## config.mk

```make
export PLATFORM = sky130hd
export DESIGN_NAME = adaptive_poll_window_core
export DESIGN_NICKNAME = d
export VERILOG_FILES = /design/src/hw/rtl/apw_pkg.sv /design/src/hw/rtl/apw_ctrl.sv /design/src/hw/rtl/apw_dp.sv /design/src/hw/rtl/adaptive_poll_window_core.sv
export SDC_FILE = /design/constraint.sdc
export NUM_CORES = 1
export LEC_CHECK = 0
export BUFFER_PORTS_ARGS = -buffer_cell sky130_fd_sc_hd__buf_2
export CAP_MARGIN = 20
export CORE_MARGIN = 2
export CORE_UTILIZATION = 50
export DETAILED_ROUTE_END_ITERATION = 10
export GPL_TIMING_DRIVEN = 1
export PLACE_DENSITY_LB_ADDON = 0.08
export SLEW_MARGIN = 30
export SYNTH_ARGS = -nofsm -noshare
export SYNTH_HDL_FRONTEND = slang
export SYNTH_HIERARCHICAL = 1
export SYNTH_SLANG_ARGS = --single-unit
```

## constraint.sdc

```tcl
create_clock -name i_clk -period 5.1 [get_ports i_clk]
set_clock_uncertainty 0.05 [all_clocks]
set_input_delay 0.51 -clock i_clk [delete_from_list [all_inputs] [get_ports i_clk]]
set_output_delay 0.51 -clock i_clk [all_outputs]
set_load 0.1 [all_outputs]
```

## src/hw/rtl/apw_pkg.sv

```systemverilog
// apw_pkg: shared types and constants of the adaptive poll window block
// fsm state encoding, register indexes, action codes, command/status structs
// no dependencies
`timescale 1ns / 1ps
`default_nettype none

package apw_pkg;

    // field widths fixed by the item format
    localparam int unsigned WIN_W   = 32;
    localparam int unsigned CPU_W   = 3;
    localparam int unsigned FACT_W  = 8;
    localparam int unsigned PROD_W  = WIN_W + FACT_W;
    localparam int unsigned ACT_W   = 2;
    localparam int unsigned CFG_IDX_W = 3;
    localparam int unsigned CNT_W   = 5;

    // register reset values
    localparam logic [WIN_W-1:0]  RST_MAX_POLL   = 32'd200000;
    localparam logic [WIN_W-1:0]  RST_GROW_FLOOR = 32'd10000;
    localparam logic [FACT_W-1:0] RST_GROW_FACT  = 8'd2;
    localparam logic [FACT_W-1:0] RST_SHRINK_DIV = 8'd2;

    // configuration register indexes
    localparam logic [CFG_IDX_W-1:0] CFG_MAX_POLL   = 3'd0;
    localparam logic [CFG_IDX_W-1:0] CFG_GROW_FACT  = 3'd1;
    localparam logic [CFG_IDX_W-1:0] CFG_SHRINK_DIV = 3'd2;
    localparam logic [CFG_IDX_W-1:0] CFG_GROW_FLOOR = 3'd3;
    localparam logic [CFG_IDX_W-1:0] CFG_SHRINK_EN  = 3'd4;

    // result action codes
    localparam logic [ACT_W-1:0] ACT_NONE   = 2'd0;
    localparam logic [ACT_W-1:0] ACT_GROWN  = 2'd1;
    localparam logic [ACT_W-1:0] ACT_SHRUNK = 2'd2;
    localparam logic [ACT_W-1:0] ACT_RSVD   = 2'd3;

    // last step of the bit-serial divide
    localparam logic [CNT_W-1:0] DIV_LAST = 5'd31;

    typedef enum logic [2:0] {
        S_IDLE,
        S_READ,
        S_DECIDE,
        S_GROW,
        S_DIV,
        S_SHRINK,
        S_COMMIT
    } t_state;

    // controller to datapath
    typedef struct packed {
        logic load;       // capture request and read table
        logic take_win;   // latch current window
        logic mul;        // register window * grow factor
        logic grow_set;   // clamp product into window
        logic zero_set;   // shrink with zero divisor
        logic div_init;   // start serial divide
        logic div_step;   // one quotient bit
        logic shrink_set; // take quotient as window
        logic commit;     // write back and load result
    } t_dp_cmd;

    // datapath to controller
    typedef struct packed {
        logic grow;
        logic shrink;
        logic div_zero;
        logic div_last;
        logic out_free;
    } t_dp_stat;

endpackage

`default_nettype wire

```

## src/hw/rtl/apw_ctrl.sv

```systemverilog
// apw_ctrl: sequencing state machine of the adaptive poll window block
// issues datapath commands and handles the request-side handshake
// depends on apw_pkg
`timescale 1ns / 1ps
`default_nettype none

module apw_ctrl (
    input  wire               i_clk,
    input  wire               i_rst_n,
    input  wire               i_in_valid,
    output logic              o_in_ready,
    input  wire apw_pkg::t_dp_stat i_stat,
    output apw_pkg::t_dp_cmd  o_cmd
);

    apw_pkg::t_state r_state;
    apw_pkg::t_state n_state;

    // state register
    always_ff @(posedge i_clk) begin
        if (!i_rst_n) begin
            r_state <= apw_pkg::S_IDLE;
        end else begin
            r_state <= n_state;
        end
    end

    // next state
    always_comb begin
        n_state = r_state;
        case (r_state)
            apw_pkg::S_IDLE: begin
                if (i_in_valid) n_state = apw_pkg::S_READ;
            end
            apw_pkg::S_READ: begin
                n_state = apw_pkg::S_DECIDE;
            end
            apw_pkg::S_DECIDE: begin
                if (i_stat.grow) begin
                    n_state = apw_pkg::S_GROW;
                end else if (i_stat.shrink && !i_stat.div_zero) begin
                    n_state = apw_pkg::S_DIV;
                end else begin
                    n_state = apw_pkg::S_COMMIT;
                end
            end
            apw_pkg::S_GROW: begin
                n_state = apw_pkg::S_COMMIT;
            end
            apw_pkg::S_DIV: begin
                if (i_stat.div_last) n_state = apw_pkg::S_SHRINK;
            end
            apw_pkg::S_SHRINK: begin
                n_state = apw_pkg::S_COMMIT;
            end
            apw_pkg::S_COMMIT: begin
                if (i_stat.out_free) n_state = apw_pkg::S_IDLE;
            end
            default: begin
                n_state = apw_pkg::S_IDLE;
            end
        endcase
    end

    // command outputs
    always_comb begin
        o_cmd      = '0;
        o_in_ready = 1'b0;
        case (r_state)
            apw_pkg::S_IDLE: begin
                o_in_ready = 1'b1;
                o_cmd.load = i_in_valid;
            end
            apw_pkg::S_READ: begin
                o_cmd.take_win = 1'b1;
            end
            apw_pkg::S_DECIDE: begin
                if (i_stat.grow) begin
                    o_cmd.mul = 1'b1;
                end else if (i_stat.shrink) begin
                    o_cmd.zero_set = i_stat.div_zero;
                    o_cmd.div_init = !i_stat.div_zero;
                end
            end
            apw_pkg::S_GROW: begin
                o_cmd.grow_set = 1'b1;
            end
            apw_pkg::S_DIV: begin
                o_cmd.div_step = 1'b1;
            end
            apw_pkg::S_SHRINK: begin
                o_cmd.shrink_set = 1'b1;
            end
            apw_pkg::S_COMMIT: begin
                o_cmd.commit = i_stat.out_free;
            end
            default: begin
                o_cmd = '0;
            end
        endcase
    end

    // only one request in flight: a new one is never loaded mid-item
    a_load_idle: assert property (@(posedge i_clk) disable iff (!i_rst_n)
        o_cmd.load |=> (r_state == apw_pkg::S_READ))
        else $error("load outside idle");

    // divide runs only after a nonzero-divisor shrink decision
    a_div_entry: assert property (@(posedge i_clk) disable iff (!i_rst_n)
        (r_state == apw_pkg::S_DIV) && ($past(r_state) == apw_pkg::S_DECIDE)
            |-> $past(i_stat.shrink) && !$past(i_stat.div_zero) && !$past(i_stat.grow))
        else $error("divide entered without shrink decision");

    // commit leaves for idle in the same step
    a_commit_exit: assert property (@(posedge i_clk) disable iff (!i_rst_n)
        o_cmd.commit |=> (r_state == apw_pkg::S_IDLE))
        else $error("commit did not return to idle");

endmodule

`default_nettype wire

```

## src/hw/rtl/apw_dp.sv

```systemverilog
// apw_dp: datapath of the adaptive poll window block
// config registers, window table, grow multiply and clamp, serial divider
// depends on apw_pkg
`timescale 1ns / 1ps
`default_nettype none

module apw_dp #(
    parameter int unsigned NUM_CPUS = 8
) (
    input  wire                                i_clk,
    input  wire                                i_rst_n,
    // configuration writes
    input  wire                                i_cfg_we,
    input  wire  [apw_pkg::CFG_IDX_W-1:0]      i_cfg_idx,
    input  wire  [apw_pkg::WIN_W-1:0]          i_cfg_wdata,
    // request fields
    input  wire                                i_req_type,
    input  wire  [apw_pkg::CPU_W-1:0]          i_cpu_index,
    input  wire  [apw_pkg::WIN_W-1:0]          i_block_time_ns,
    // result
    output logic                               o_out_valid,
    input  wire                                i_out_ready,
    output logic [apw_pkg::WIN_W-1:0]          o_window_ns,
    output logic [apw_pkg::ACT_W-1:0]          o_action,
    // control
    input  wire apw_pkg::t_dp_cmd              i_cmd,
    output apw_pkg::t_dp_stat                  o_stat
);

    localparam int unsigned IDX_W = (NUM_CPUS > 1) ? $clog2(NUM_CPUS) : 1;
    localparam int unsigned EXT_W = 9;

    // configuration registers
    logic [apw_pkg::WIN_W-1:0]  r_max_poll;
    logic [apw_pkg::FACT_W-1:0] r_grow_fact;
    logic [apw_pkg::FACT_W-1:0] r_shrink_div;
    logic [apw_pkg::WIN_W-1:0]  r_grow_floor;
    logic                       r_shrink_en;

    always_ff @(posedge i_clk) begin
        if (!i_rst_n) begin
            r_max_poll   <= apw_pkg::RST_MAX_POLL;
            r_grow_fact  <= apw_pkg::RST_GROW_FACT;
            r_shrink_div <= apw_pkg::RST_SHRINK_DIV;
            r_grow_floor <= apw_pkg::RST_GROW_FLOOR;
            r_shrink_en  <= 1'b1;
        end else if (i_cfg_we) begin
            case (i_cfg_idx)
                apw_pkg::CFG_MAX_POLL:   r_max_poll   <= i_cfg_wdata;
                apw_pkg::CFG_GROW_FACT:  r_grow_fact  <= i_cfg_wdata[apw_pkg::FACT_W-1:0];
                apw_pkg::CFG_SHRINK_DIV: r_shrink_div <= i_cfg_wdata[apw_pkg::FACT_W-1:0];
                apw_pkg::CFG_GROW_FLOOR: r_grow_floor <= i_cfg_wdata;
                apw_pkg::CFG_SHRINK_EN:  r_shrink_en  <= i_cfg_wdata[0];
                default: begin
                end
            endcase
        end
    end

    // cpu index decode
    logic [EXT_W-1:0] cpu_ext;
    logic             cpu_oor;
    logic [IDX_W-1:0] cpu_idx;

    assign cpu_ext = {{(EXT_W - apw_pkg::CPU_W){1'b0}}, i_cpu_index};
    assign cpu_oor = cpu_ext >= EXT_W'(NUM_CPUS);
    assign cpu_idx = cpu_ext[IDX_W-1:0];

    // window table with per-entry valid bits
    logic [apw_pkg::WIN_W-1:0] r_mem [NUM_CPUS];
    logic [NUM_CPUS-1:0]       r_valid;
    logic [apw_pkg::WIN_W-1:0] r_rd_data;
    logic                      r_rd_vld;

    // request capture
    logic                      r_req;
    logic                      r_oor;
    logic [IDX_W-1:0]          r_idx;
    logic [apw_pkg::WIN_W-1:0] r_block;

    // working registers
    logic [apw_pkg::WIN_W-1:0]  r_win;
    logic [apw_pkg::ACT_W-1:0]  r_act;
    logic [apw_pkg::PROD_W-1:0] r_prod;
    logic [apw_pkg::WIN_W-1:0]  r_quo;
    logic [apw_pkg::FACT_W-1:0] r_rem;
    logic [apw_pkg::CNT_W-1:0]  r_cnt;

    // result register
    logic                      r_ovalid;
    logic [apw_pkg::WIN_W-1:0] r_owin;
    logic [apw_pkg::ACT_W-1:0] r_oact;

    logic write_en;
    assign write_en = i_cmd.commit && r_req && !r_oor;

    always_ff @(posedge i_clk) begin
        if (!i_rst_n) begin
            r_valid <= '0;
        end else if (write_en) begin
            r_valid[r_idx] <= 1'b1;
        end
    end

    always_ff @(posedge i_clk) begin
        if (write_en) begin
            r_mem[r_idx] <= r_win;
        end
        if (i_cmd.load) begin
            r_rd_data <= r_mem[cpu_idx];
            r_rd_vld  <= r_valid[cpu_idx];
        end
    end

    always_ff @(posedge i_clk) begin
        if (i_cmd.load) begin
            r_req   <= i_req_type;
            r_oor   <= cpu_oor;
            r_idx   <= cpu_idx;
            r_block <= i_block_time_ns;
        end
    end

    // grow clamp: floor first, then cap
    logic [apw_pkg::PROD_W-1:0] floor_ext;
    logic [apw_pkg::PROD_W-1:0] max_ext;
    logic [apw_pkg::PROD_W-1:0] prod_fl;
    logic [apw_pkg::WIN_W-1:0]  grow_val;

    assign floor_ext = {{apw_pkg::FACT_W{1'b0}}, r_grow_floor};
    assign max_ext   = {{apw_pkg::FACT_W{1'b0}}, r_max_poll};
    assign prod_fl   = (r_prod < floor_ext) ? floor_ext : r_prod;
    assign grow_val  = (prod_fl > max_ext) ? r_max_poll : prod_fl[apw_pkg::WIN_W-1:0];

    // restoring divide step, one quotient bit
    logic [apw_pkg::FACT_W:0]   rem_sh;
    logic                       rem_ge;
    logic [apw_pkg::FACT_W:0]   rem_nx;

    assign rem_sh = {r_rem, r_quo[apw_pkg::WIN_W-1]};
    assign rem_ge = rem_sh >= {1'b0, r_shrink_div};
    assign rem_nx = rem_ge ? (rem_sh - {1'b0, r_shrink_div}) : rem_sh;

    // window and action updates
    always_ff @(posedge i_clk) begin
        if (i_cmd.take_win) begin
            r_win <= (r_oor || !r_rd_vld) ? '0 : r_rd_data;
            r_act <= apw_pkg::ACT_NONE;
        end
        if (i_cmd.mul) begin
            r_prod <= apw_pkg::PROD_W'(r_win) * apw_pkg::PROD_W'(r_grow_fact);
        end
        if (i_cmd.grow_set) begin
            r_win <= grow_val;
            r_act <= apw_pkg::ACT_GROWN;
        end
        if (i_cmd.zero_set) begin
            r_win <= '0;
            r_act <= apw_pkg::ACT_SHRUNK;
        end
        if (i_cmd.div_init) begin
            r_quo <= r_win;
            r_rem <= '0;
            r_cnt <= '0;
        end
        if (i_cmd.div_step) begin
            r_quo <= {r_quo[apw_pkg::WIN_W-2:0], rem_ge};
            r_rem <= rem_nx[apw_pkg::FACT_W-1:0];
            r_cnt <= r_cnt + 1'b1;
        end
        if (i_cmd.shrink_set) begin
            r_win <= r_quo;
            r_act <= apw_pkg::ACT_SHRUNK;
        end
    end

    // result register, held until taken
    logic out_free;
    assign out_free = !r_ovalid || i_out_ready;

    always_ff @(posedge i_clk) begin
        if (!i_rst_n) begin
            r_ovalid <= 1'b0;
        end else if (i_cmd.commit) begin
            r_ovalid <= 1'b1;
        end else if (i_out_ready) begin
            r_ovalid <= 1'b0;
        end
    end

    always_ff @(posedge i_clk) begin
        if (i_cmd.commit) begin
            r_owin <= r_win;
            r_oact <= r_act;
        end
    end

    assign o_out_valid = r_ovalid;
    assign o_window_ns = r_owin;
    assign o_action    = r_oact;

    // status to controller
    logic active;
    assign active = r_req && !r_oor;

    assign o_stat.grow     = active && (r_block > r_win) && (r_block <= r_max_poll);
    assign o_stat.shrink   = active && (r_block > r_max_poll) && r_shrink_en;
    assign o_stat.div_zero = (r_shrink_div == '0);
    assign o_stat.div_last = (r_cnt == apw_pkg::DIV_LAST);
    assign o_stat.out_free = out_free;

    // remainder stays below the divisor throughout the divide
    a_rem_bound: assert property (@(posedge i_clk) disable iff (!i_rst_n)
        i_cmd.div_step |-> (r_rem < r_shrink_div))
        else $error("divider remainder out of range");

    // a grown window never exceeds the maximum
    a_grow_cap: assert property (@(posedge i_clk) disable iff (!i_rst_n)
        r_ovalid && (r_oact == apw_pkg::ACT_GROWN) |-> (r_owin <= r_max_poll))
        else $error("grown window above maximum");

    // reserved action code never shows up
    a_act_code: assert property (@(posedge i_clk) disable iff (!i_rst_n)
        r_ovalid |-> (r_oact != apw_pkg::ACT_RSVD))
        else $error("reserved action code");

    // a commit never overwrites a result that was not taken
    a_no_overwrite: assert property (@(posedge i_clk) disable iff (!i_rst_n)
        i_cmd.commit |-> (!r_ovalid || i_out_ready))
        else $error("result overwritten");

endmodule

`default_nettype wire

```

## src/hw/rtl/adaptive_poll_window_core.sv

```systemverilog
// sequence: accept, table read, decide, then commit for a query, zero-divisor
// shrink or no change; a grow adds a clamp state, a nonzero-divisor shrink the
// 32-step divider and a shrink state; one request in flight, the next is taken
// once the previous result is in the output register; commit waits for it to free
// reset: synchronous active low; clears table valid bits, loads register
// defaults, no clearing pass
`timescale 1ns / 1ps
`default_nettype none

module adaptive_poll_window_core #(
    parameter int unsigned NUM_CPUS = 8
) (
    input  wire         i_clk,
    input  wire         i_rst_n,
    // configuration port
    input  wire         i_cfg_we,
    input  wire  [2:0]  i_cfg_idx,
    input  wire  [31:0] i_cfg_wdata,
    // request stream
    input  wire         s_axis_tvalid,
    output logic        s_axis_tready,
    input  wire  [39:0] s_axis_tdata,  // cpu_index[2:0], block_time_ns[34:3], zero pad
    input  wire  [0:0]  s_axis_tuser,  // req_type[0]
    // result stream
    output logic        m_axis_tvalid,
    input  wire         m_axis_tready,
    output logic [31:0] m_axis_tdata,  // window_ns[31:0]
    output logic [1:0]  m_axis_tuser   // action[1:0]
);

    apw_pkg::t_dp_cmd  cmd;
    apw_pkg::t_dp_stat stat;

    // sequencer
    apw_ctrl u_ctrl (
        .i_clk      (i_clk),
        .i_rst_n    (i_rst_n),
        .i_in_valid (s_axis_tvalid),
        .o_in_ready (s_axis_tready),
        .i_stat     (stat),
        .o_cmd      (cmd)
    );

    // datapath
    apw_dp #(
        .NUM_CPUS (NUM_CPUS)
    ) u_dp (
        .i_clk           (i_clk),
        .i_rst_n         (i_rst_n),
        .i_cfg_we        (i_cfg_we),
        .i_cfg_idx       (i_cfg_idx),
        .i_cfg_wdata     (i_cfg_wdata),
        .i_req_type      (s_axis_tuser[0]),
        .i_cpu_index     (s_axis_tdata[2:0]),
        .i_block_time_ns (s_axis_tdata[34:3]),
        .o_out_valid     (m_axis_tvalid),
        .i_out_ready     (m_axis_tready),
        .o_window_ns     (m_axis_tdata),
        .o_action        (m_axis_tuser),
        .i_cmd           (cmd),
        .o_stat          (stat)
    );

endmodule

`default_nettype wire
```

==> reports/qor.txt, run 1 <==
sink count of the clock tree = 571
worst flop-to-flop path endpoint = u_dp/r_prod[32]
area growth from synthesis to final layout = 21.6%
global-route wire length before repair = 141000 µm
buffer cell driving the clock tree root = sky130_fd_sc_hd__clkbuf_16
category of the most critical setup path = reg2reg
transition time at the pin with the least slew margin = 970 ps
detailed-route wire length = 93700 µm
Period Utilization, post-route = 101%
TritonCTS buffer count = 60
cells along the critical path = buf_12, and2_4, fa_1, fa_1, fa_1, fa_1, ha_4, a21o_1, a21oi_2, nor2_1, o21a_1, o41ai_2, buf_4, o221ai_4, buf_6, or4_1, nand3_1
cell depth of the worst hold path = 3
number of failing setup endpoints in the final timing report = 2
number of cells traversed by the worst register-to-register path = 17
Core Region = 64600 µm²
kind of start point of the critical path = flop
most common cell after layout, fill and taps aside = sky130_fd_sc_hd__edfxtp_1
max-slew violations = 0
violated checks = negative setup slack
post-DP HPWL = 68200 µm
crit path DAT = 5570 ps
number of placement rows = 93
Setup WS pre-CTS = -447 ps
synthesized instance count = 2680
nature of the critical path endpoint = flop
unrepaired setup endpoints after global routing = yes
final cell area excluding filler cells = 39800 µm²
DR WL/cell = 23.4 µm
via density per instance = 5.60
Static Leak = 16.2 nW
gr usage total = 28.1%
Overall Power = 0.0116 W
Crit path required time = 5520 ps
PwrDens = 292 nW/µm²
die area = 67500 µm²
fraction of registers with async set/reset = 0%
remaining global-route overflow = 0
total number of H-tree levels = 2
most instantiated flip-flop cell in the synthesis netlist = sky130_fd_sc_hd__edfxtp_1
RePlAce Congestion = 0.913
Critical Path Most Common Cell = sky130_fd_sc_hd__fa_1
register area share after synthesis = 49.5%
Reg-to-Reg Start = u_dp/r_win[19]
synth top area cells = sky130_fd_sc_hd__edfxtp_1 44%, sky130_fd_sc_hd__fa_1 11%, sky130_fd_sc_hd__ha_1 7.5%, sky130_fd_sc_hd__dfxtp_1 5.8%, sky130_fd_sc_hd__mux4_2 4.5%
number of nets in the finished design = 3561
Worst Path Max Fanout = 5
post-route ant nets = 0
largest net degree at the start of global routing = 94
commonest cells after routing, fill and taps aside = 476 x sky130_fd_sc_hd__edfxtp_1, 360 x sky130_fd_sc_hd__nand2_1, 310 x sky130_fd_sc_hd__inv_1
Synth area leader = sky130_fd_sc_hd__edfxtp_1
min cycle time layout = 5150 ps
height of the chip = 260 µm
buffer and inverter count on the worst path = 3
Boundary Pins = 117
post-synthesis instance area = 32700 µm²
fraction of layout cells with a size suffix above 1 = 24.6%
number of enable-type register cells in the synthesized netlist = 476
Slowest Stage Delay on Critical Path = 600 ps
area of all sequential standard cells = 16200 µm²
Initial DRC Count = 1997
setup ws final = -46.3 ps
count of synthesis-stage warnings from yosys = 6
Hold Path Class = in2reg
fraction of the core area covered by cells at the end of the flow = 61.6%
CTS clk-pin slew, worst paths = 60 ps
effective utilization at floorplan = 50.6%
clock network latency to the later pin of the worst-skew pair = 650 ps
number of I/O port buffers = 111
end point of the critical path = u_dp/r_prod[32]
Max Clk Rate = 194 MHz
Post-Synthesis Net Count = 3139
TritonCTS clock tree = yes
peak ir drop on the vdd network = 0.268 mV
initial antenna violation count = 4
via count of the routed design = 22445
CP max stage cell = sky130_fd_sc_hd__fa_1
placed cell area = 36500 µm²
vias in the first global route = 23148
syn avg cell area = 12.2 µm²
total negative slack = -62.6 ps
Critical Path Source = u_dp/r_win[19]
max-cap violations = 0
run status = complete, but fails checks
portion of synthesized cell area occupied by the leading cell type = 43.7%
Fin. Hold Viols = 0
headroom to the max-slew limit = 35.3%
diodes inserted = 0
area of the multi-input gates = 15500 µm²
maximum number of buffers from clock root to sink = 3
FILL cells = 5132
Synth Register Bits = 571
register-to-register path setup slack = -50 ps
drt drc = 0
1st-pass router iterations = 5
stages on the worst setup path = 17
floorplan die width = 260 µm
category of cells accounting for the largest share of critical-path delay = adder cells
Yosys cell types = 69
[registers in the layout (all words and copies together) (netlist names), 3 cells and up]
name,flops
u_ctrl/r_state,3
u_dp/o_window_ns,32
u_dp/r_block,32
u_dp/r_cnt,5
u_dp/r_grow_fact,8
u_dp/r_grow_floor,32
u_dp/r_idx,3
u_dp/r_max_poll,32
u_dp/r_mem,256
u_dp/r_prod,40
u_dp/r_quo,32
u_dp/r_rd_data,32
u_dp/r_rem,8
u_dp/r_shrink_div,8
u_dp/r_valid,8
u_dp/r_win,32
[report_power, final]
part	switching, W	internal, W	leakage (nW)
combinational	0.00113	0.000837	10.2
clock	0.00187	0.00233	0.922
sequential	0.000152	0.00531	5.13
total	0.00315	0.00847	16.2
[synthesized netlist by cell type (17+ instances only)]
library cell                 n
sky130_fd_sc_hd__o21ai_1    33
sky130_fd_sc_hd__a222oi_1   32
sky130_fd_sc_hd__clkbuf_1  104
sky130_fd_sc_hd__and2_1    112
sky130_fd_sc_hd__nand3_1    30
sky130_fd_sc_hd__a21boi_0   72
sky130_fd_sc_hd__xnor2_1    17
sky130_fd_sc_hd__o21ai_0    66
sky130_fd_sc_hd__o21a_1     25
sky130_fd_sc_hd__nand2_1   367
sky130_fd_sc_hd__ha_1      197
sky130_fd_sc_hd__a21oi_1    68
sky130_fd_sc_hd__nor3_1     21
sky130_fd_sc_hd__mux4_2     66
sky130_fd_sc_hd__inv_1     313
sky130_fd_sc_hd__nand4_1    28
sky130_fd_sc_hd__edfxtp_1  476
sky130_fd_sc_hd__a21o_1     62
sky130_fd_sc_hd__nor2_1     56
sky130_fd_sc_hd__o211ai_1   30
sky130_fd_sc_hd__mux2_2     33
sky130_fd_sc_hd__mux2i_1    34
sky130_fd_sc_hd__dfxtp_1    95
sky130_fd_sc_hd__fa_1      181
[cell families (layout without fill, tap and decap cells)]
| family | Yosys count | count (layout) | share of synthesized area, % |
|---|---|---|---|
| AND/OR/NAND/NOR | 685 | 685 | 9.83 |
| XOR/XNOR | 31 | 31 | 0.830 |
| buffers and inverters | 441 | 912 | 5.22 |
| flip-flops | 571 | 571 | 49.5 |
| adder cells (fa/ha/maj) | 378 | 378 | 18.6 |
| multiplexers | 133 | 133 | 6.72 |
| AO/OA/AOI/OAI | 441 | 441 | 9.27 |
[tightest hold or removal path, cell delays in order]
cell and delay (ps):
sky130_fd_sc_hd__buf_2 110, sky130_fd_sc_hd__nand2_1 40, sky130_fd_sc_hd__a21boi_0 60
[stage by stage]
step | std cells | hold slack, ps
global route | 4006 | 51.9
global placement | 3827 | 368
detailed placement | 3827 | 375
finish | 4006 | 68.9
floorplan | 2680 | 358
CTS | 3977 | 41.0
[how the worst min path moves through the flow]
stage                      from             endpoint  slack (ps)
3_5_place_dp      u_dp/r_act[1]     u_dp/o_action[1]         370
6_report        i_cfg_wdata[31]  u_dp/r_max_poll[31]          70
2_1_floorplan     u_dp/r_act[1]     u_dp/o_action[1]         360
5_1_grt        s_axis_tdata[34]     u_dp/r_block[31]          50
4_1_cts        s_axis_tdata[34]     u_dp/r_block[31]          40
3_3_place_gp      u_dp/r_act[1]     u_dp/o_action[1]         370
[final cells by class]
cell class / count / area share [%]
Clock inverter: 32 / 0.579
Clock buffer: 79 / 4.14
Inverter: 313 / 2.95
Sequential cell: 571 / 40.7
Multi-Input combinational cell: 1668 / 39.0
Tap cell: 855 / 2.69
Timing Repair Buffer: 488 / 9.93
[metal layers]
| layer | global-route usage, % | vias up | wire (µm) |
|---|---|---|---|
| li1 | - | 10308 | - |
| met1 | 37.2 | 11409 | 39400 |
| met2 | 47.5 | 581 | 45900 |
| met3 | 4.21 | 145 | 5210 |
| met4 | 9.16 | 2 | 3150 |
| met5 | 0 | - | 13 |
[repair_timing]
action	4_1_cts	5_1_grt
gates resized for setup	32	115
hold endpoints to repair	31	0
setup endpoints to repair	50	53
pin swaps	17	70
hold buffers	31	0
buffers inserted	7	26
cloned	1	2
Note: power is estimated with default switching activity, not from simulation.
==> run 2, diff against run 1 <==
==> constraint.sdc (replaced) <==
create_clock -name i_clk -period 5.1 [get_ports i_clk]
set_clock_uncertainty 0.05 [all_clocks]
set_input_delay 0.255 -clock i_clk [delete_from_list [all_inputs] [get_ports i_clk]]
set_output_delay 0.255 -clock i_clk [all_outputs]
set_load 0.1 [all_outputs]
==> run 2 against run 1 <==
The flow still finishes with violations (negative setup slack). Cell count is 1.1% higher. First-iteration DRC count is 0.85% lower. Design area is 2.4% higher. Total power grew 3.6%. Critical path type unchanged.
==> reports/qor.txt, run 2 (synthesis results as in run 1) <==
register ranked first by flip-flop count = u_dp/r_mem
Static Leak = 16.5 nW (+1.9%)
CTS clk-pin slew, worst paths = 60 ps (about the same)
final cell area excluding filler cells = 40700 µm² (+2.4%)
min cycle time layout = 5130 ps (-12.4 ps)
post-route ant nets = 0 (unchanged)
number of failing setup endpoints in the final timing report = 2 (unchanged)
placed cell count = 3816 (-0.29%)
Worst Hold Launch = m_axis_tready
unrepaired setup endpoints after global routing = yes
setup ws final = -33.9 ps (+12.4 ps)
headroom to the max-slew limit = 35.0% (-0.30 points)
Reg-to-Reg Start = u_dp/r_prod[19]
TritonCTS clock tree = yes
FILL cells = 5081 (-0.99%)
PwrDens = 296 nW/µm² (+1.2%)
sink count of the clock tree = 571 (unchanged)
Boundary Pins = 117 (unchanged)
nature of the critical path endpoint = flop
post-DP HPWL = 70100 µm (+2.8%)
commonest cells after routing, fill and taps aside = 476 x sky130_fd_sc_hd__edfxtp_1, 364 x sky130_fd_sc_hd__nand2_1, 311 x sky130_fd_sc_hd__inv_1
Initial DRC Count = 1980 (-0.85%)
height of the chip = 260 µm (unchanged)
die area = 67500 µm² (unchanged)
Hold Path Class = in2reg
violated checks = negative setup slack
via count of the routed design = 22930 (+2.2%)
max-cap violations = 0 (unchanged)
run status = complete, but fails checks
1st-pass router iterations = 8 (+3)
clock network latency to the later pin of the worst-skew pair = 610 ps (-40 ps)
placed cell area = 36500 µm² (-0.20%)
max reg flops = 256 (unchanged)
effective utilization at floorplan = 50.6% (unchanged)
fraction of the core area covered by cells at the end of the flow = 63.1% (+1.5 points)
total number of H-tree levels = 3 (+1)
Period Utilization, post-route = 101% (-0.24 points)
Regs by FF count = u_dp/r_mem x256, u_dp/r_prod x40
via density per instance = 5.66 (+1.1%)
largest net degree at the start of global routing = 72 (-23%)
category of the most critical setup path = reg2reg
Worst Path Max Fanout = 7 (+2)
Crit path required time = 5370 ps (-150 ps)
maximum number of buffers from clock root to sink = 3 (unchanged)
Fin. Hold Viols = 0 (unchanged)
global-route wire length before repair = 144000 µm (+2.2%)
number of placement rows = 93 (unchanged)
drt drc = 0 (unchanged)
gr usage total = 29.1% (+1.0 points)
RePlAce Congestion = 0.939 (+2.8%)
detailed-route wire length = 98000 µm (+4.6%)
fraction of layout cells with a size suffix above 1 = 24.9% (+0.27 points)
Core Region = 64600 µm² (unchanged)
floorplan die width = 260 µm (unchanged)
initial antenna violation count = 10 (+6)
area growth from synthesis to final layout = 24.5%
crit path DAT = 5400 ps (-170 ps)
number of I/O port buffers = 111 (unchanged)
Critical Path Source = u_dp/r_prod[19]
DR WL/cell = 24.2 µm (+3.4%)
Max Clk Rate = 195 MHz (+0.24%)
most common cell after layout, fill and taps aside = sky130_fd_sc_hd__edfxtp_1
peak ir drop on the vdd network = 0.233 mV (-13%)
buffer cell driving the clock tree root = sky130_fd_sc_hd__clkbuf_16
remaining global-route overflow = 0 (unchanged)
max-slew violations = 0 (unchanged)
worst hold slack across all endpoints = 22.6 ps (-46.2 ps)
transition time at the pin with the least slew margin = 975 ps (+4.44 ps)
vias in the first global route = 23448 (+1.3%)
Final Instance Count excl. Fillers = 4050 (+1.1%)
TritonCTS buffer count = 66 (+10%)
number of nets in the finished design = 3605 (+1.2%)
kind of start point of the critical path = flop
==> run 2: cell types whose count changed in the layout (fill, tap and decap cells not counted), sizes merged <==
cell         delta
buf             +1
diode           +2
clkinv         -12
dlygate4sd3    +36
clkinvlp        +1
clkbuf         +16
inv             +1
bufbuf          -1
==> run 2: per-layer routing <==
layer	track usage, %	vias up	routed length (µm)
met1	38.8	11552	40900
li1	-	10385	-
met4	12.7	2	4620
met5	0	-	12
met3	5.89	188	6860
met2	46.3	803	45500
==> run 2: what timing repair did <==
| item | 4_1_cts | 5_1_grt |
|---|---|---|
| hold endpoints to repair | 112 | 0 |
| cloned | 1 | 4 |
| setup buffers | 13 | 32 |
| pin swaps | 21 | 72 |
| hold buffers | 67 | 0 |
| gates resized for setup | 48 | 136 |
| setup endpoints to repair | 49 | 50 |
==> run 2: layout make-up <==
class,instances,area [µm²],area share (%)
Sequential cell,571,16200,39.8
Inverter,313,1170,2.89
Timing Repair Buffer,526,4470,11.0
Clock buffer,93,1850,4.53
Antenna cell,2,5.00,0.0123
Tap cell,855,1070,2.63
Clock inverter,22,235,0.578
Multi-Input combinational cell,1668,15700,38.6
==> run 2: path summary, 6_finish.rpt <==
path / end / slack [ps] / cells past startpoint
worst max register to register: u_dp/r_win[5] / -30 / 22
worst min-delay path: u_dp/o_out_valid / 20 / 3
worst min register to register: u_dp/o_action[1] / 380 / 0
worst max-delay path: u_dp/r_win[5] / -30 / 22
==> run 2: worst max-delay path, cell delays in order (launching register included) <==
cell                       delay [ps]
sky130_fd_sc_hd__edfxtp_1         520
sky130_fd_sc_hd__ha_4             330
sky130_fd_sc_hd__nand4_1          130
sky130_fd_sc_hd__o211ai_1         200
sky130_fd_sc_hd__a31oi_1           80
sky130_fd_sc_hd__o31a_2           380
sky130_fd_sc_hd__o21ai_4          110
sky130_fd_sc_hd__a211oi_4          60
sky130_fd_sc_hd__buf_6            140
sky130_fd_sc_hd__buf_6            120
sky130_fd_sc_hd__buf_4            140
sky130_fd_sc_hd__mux2i_2          210
sky130_fd_sc_hd__inv_1             70
sky130_fd_sc_hd__ha_1             300
sky130_fd_sc_hd__nand4_1          200
sky130_fd_sc_hd__nor4_2           350
sky130_fd_sc_hd__buf_4            200
sky130_fd_sc_hd__a31oi_2           80
sky130_fd_sc_hd__a32oi_1          190
sky130_fd_sc_hd__o21ai_2          130
sky130_fd_sc_hd__buf_6            170
sky130_fd_sc_hd__a222oi_1         480
sky130_fd_sc_hd__o21ai_4          170
==> run 2: metrics by stage <==
step | setup TNS [ps] | total power [W] | worst slack (ps)
2_1_floorplan | 0 | 0.00652 | 10.3
4_1_cts | 0 | 0.0120 | 4.40
6_report | -38.8 | 0.0120 | -33.9
3_5_place_dp | -9820 | 0.00741 | -607
5_1_grt | -747 | 0.0125 | -153
3_3_place_gp | -11860 | 0.00737 | -701
==> run 2: power breakdown <==
group / total [W] / switching, W / internal [W]
registers: 0.00547 / 0.000155 / 0.00531
logic: 0.00203 / 0.00117 / 0.000857
clock network: 0.00455 / 0.00194 / 0.00261
total: 0.0120 / 0.00327 / 0.00878
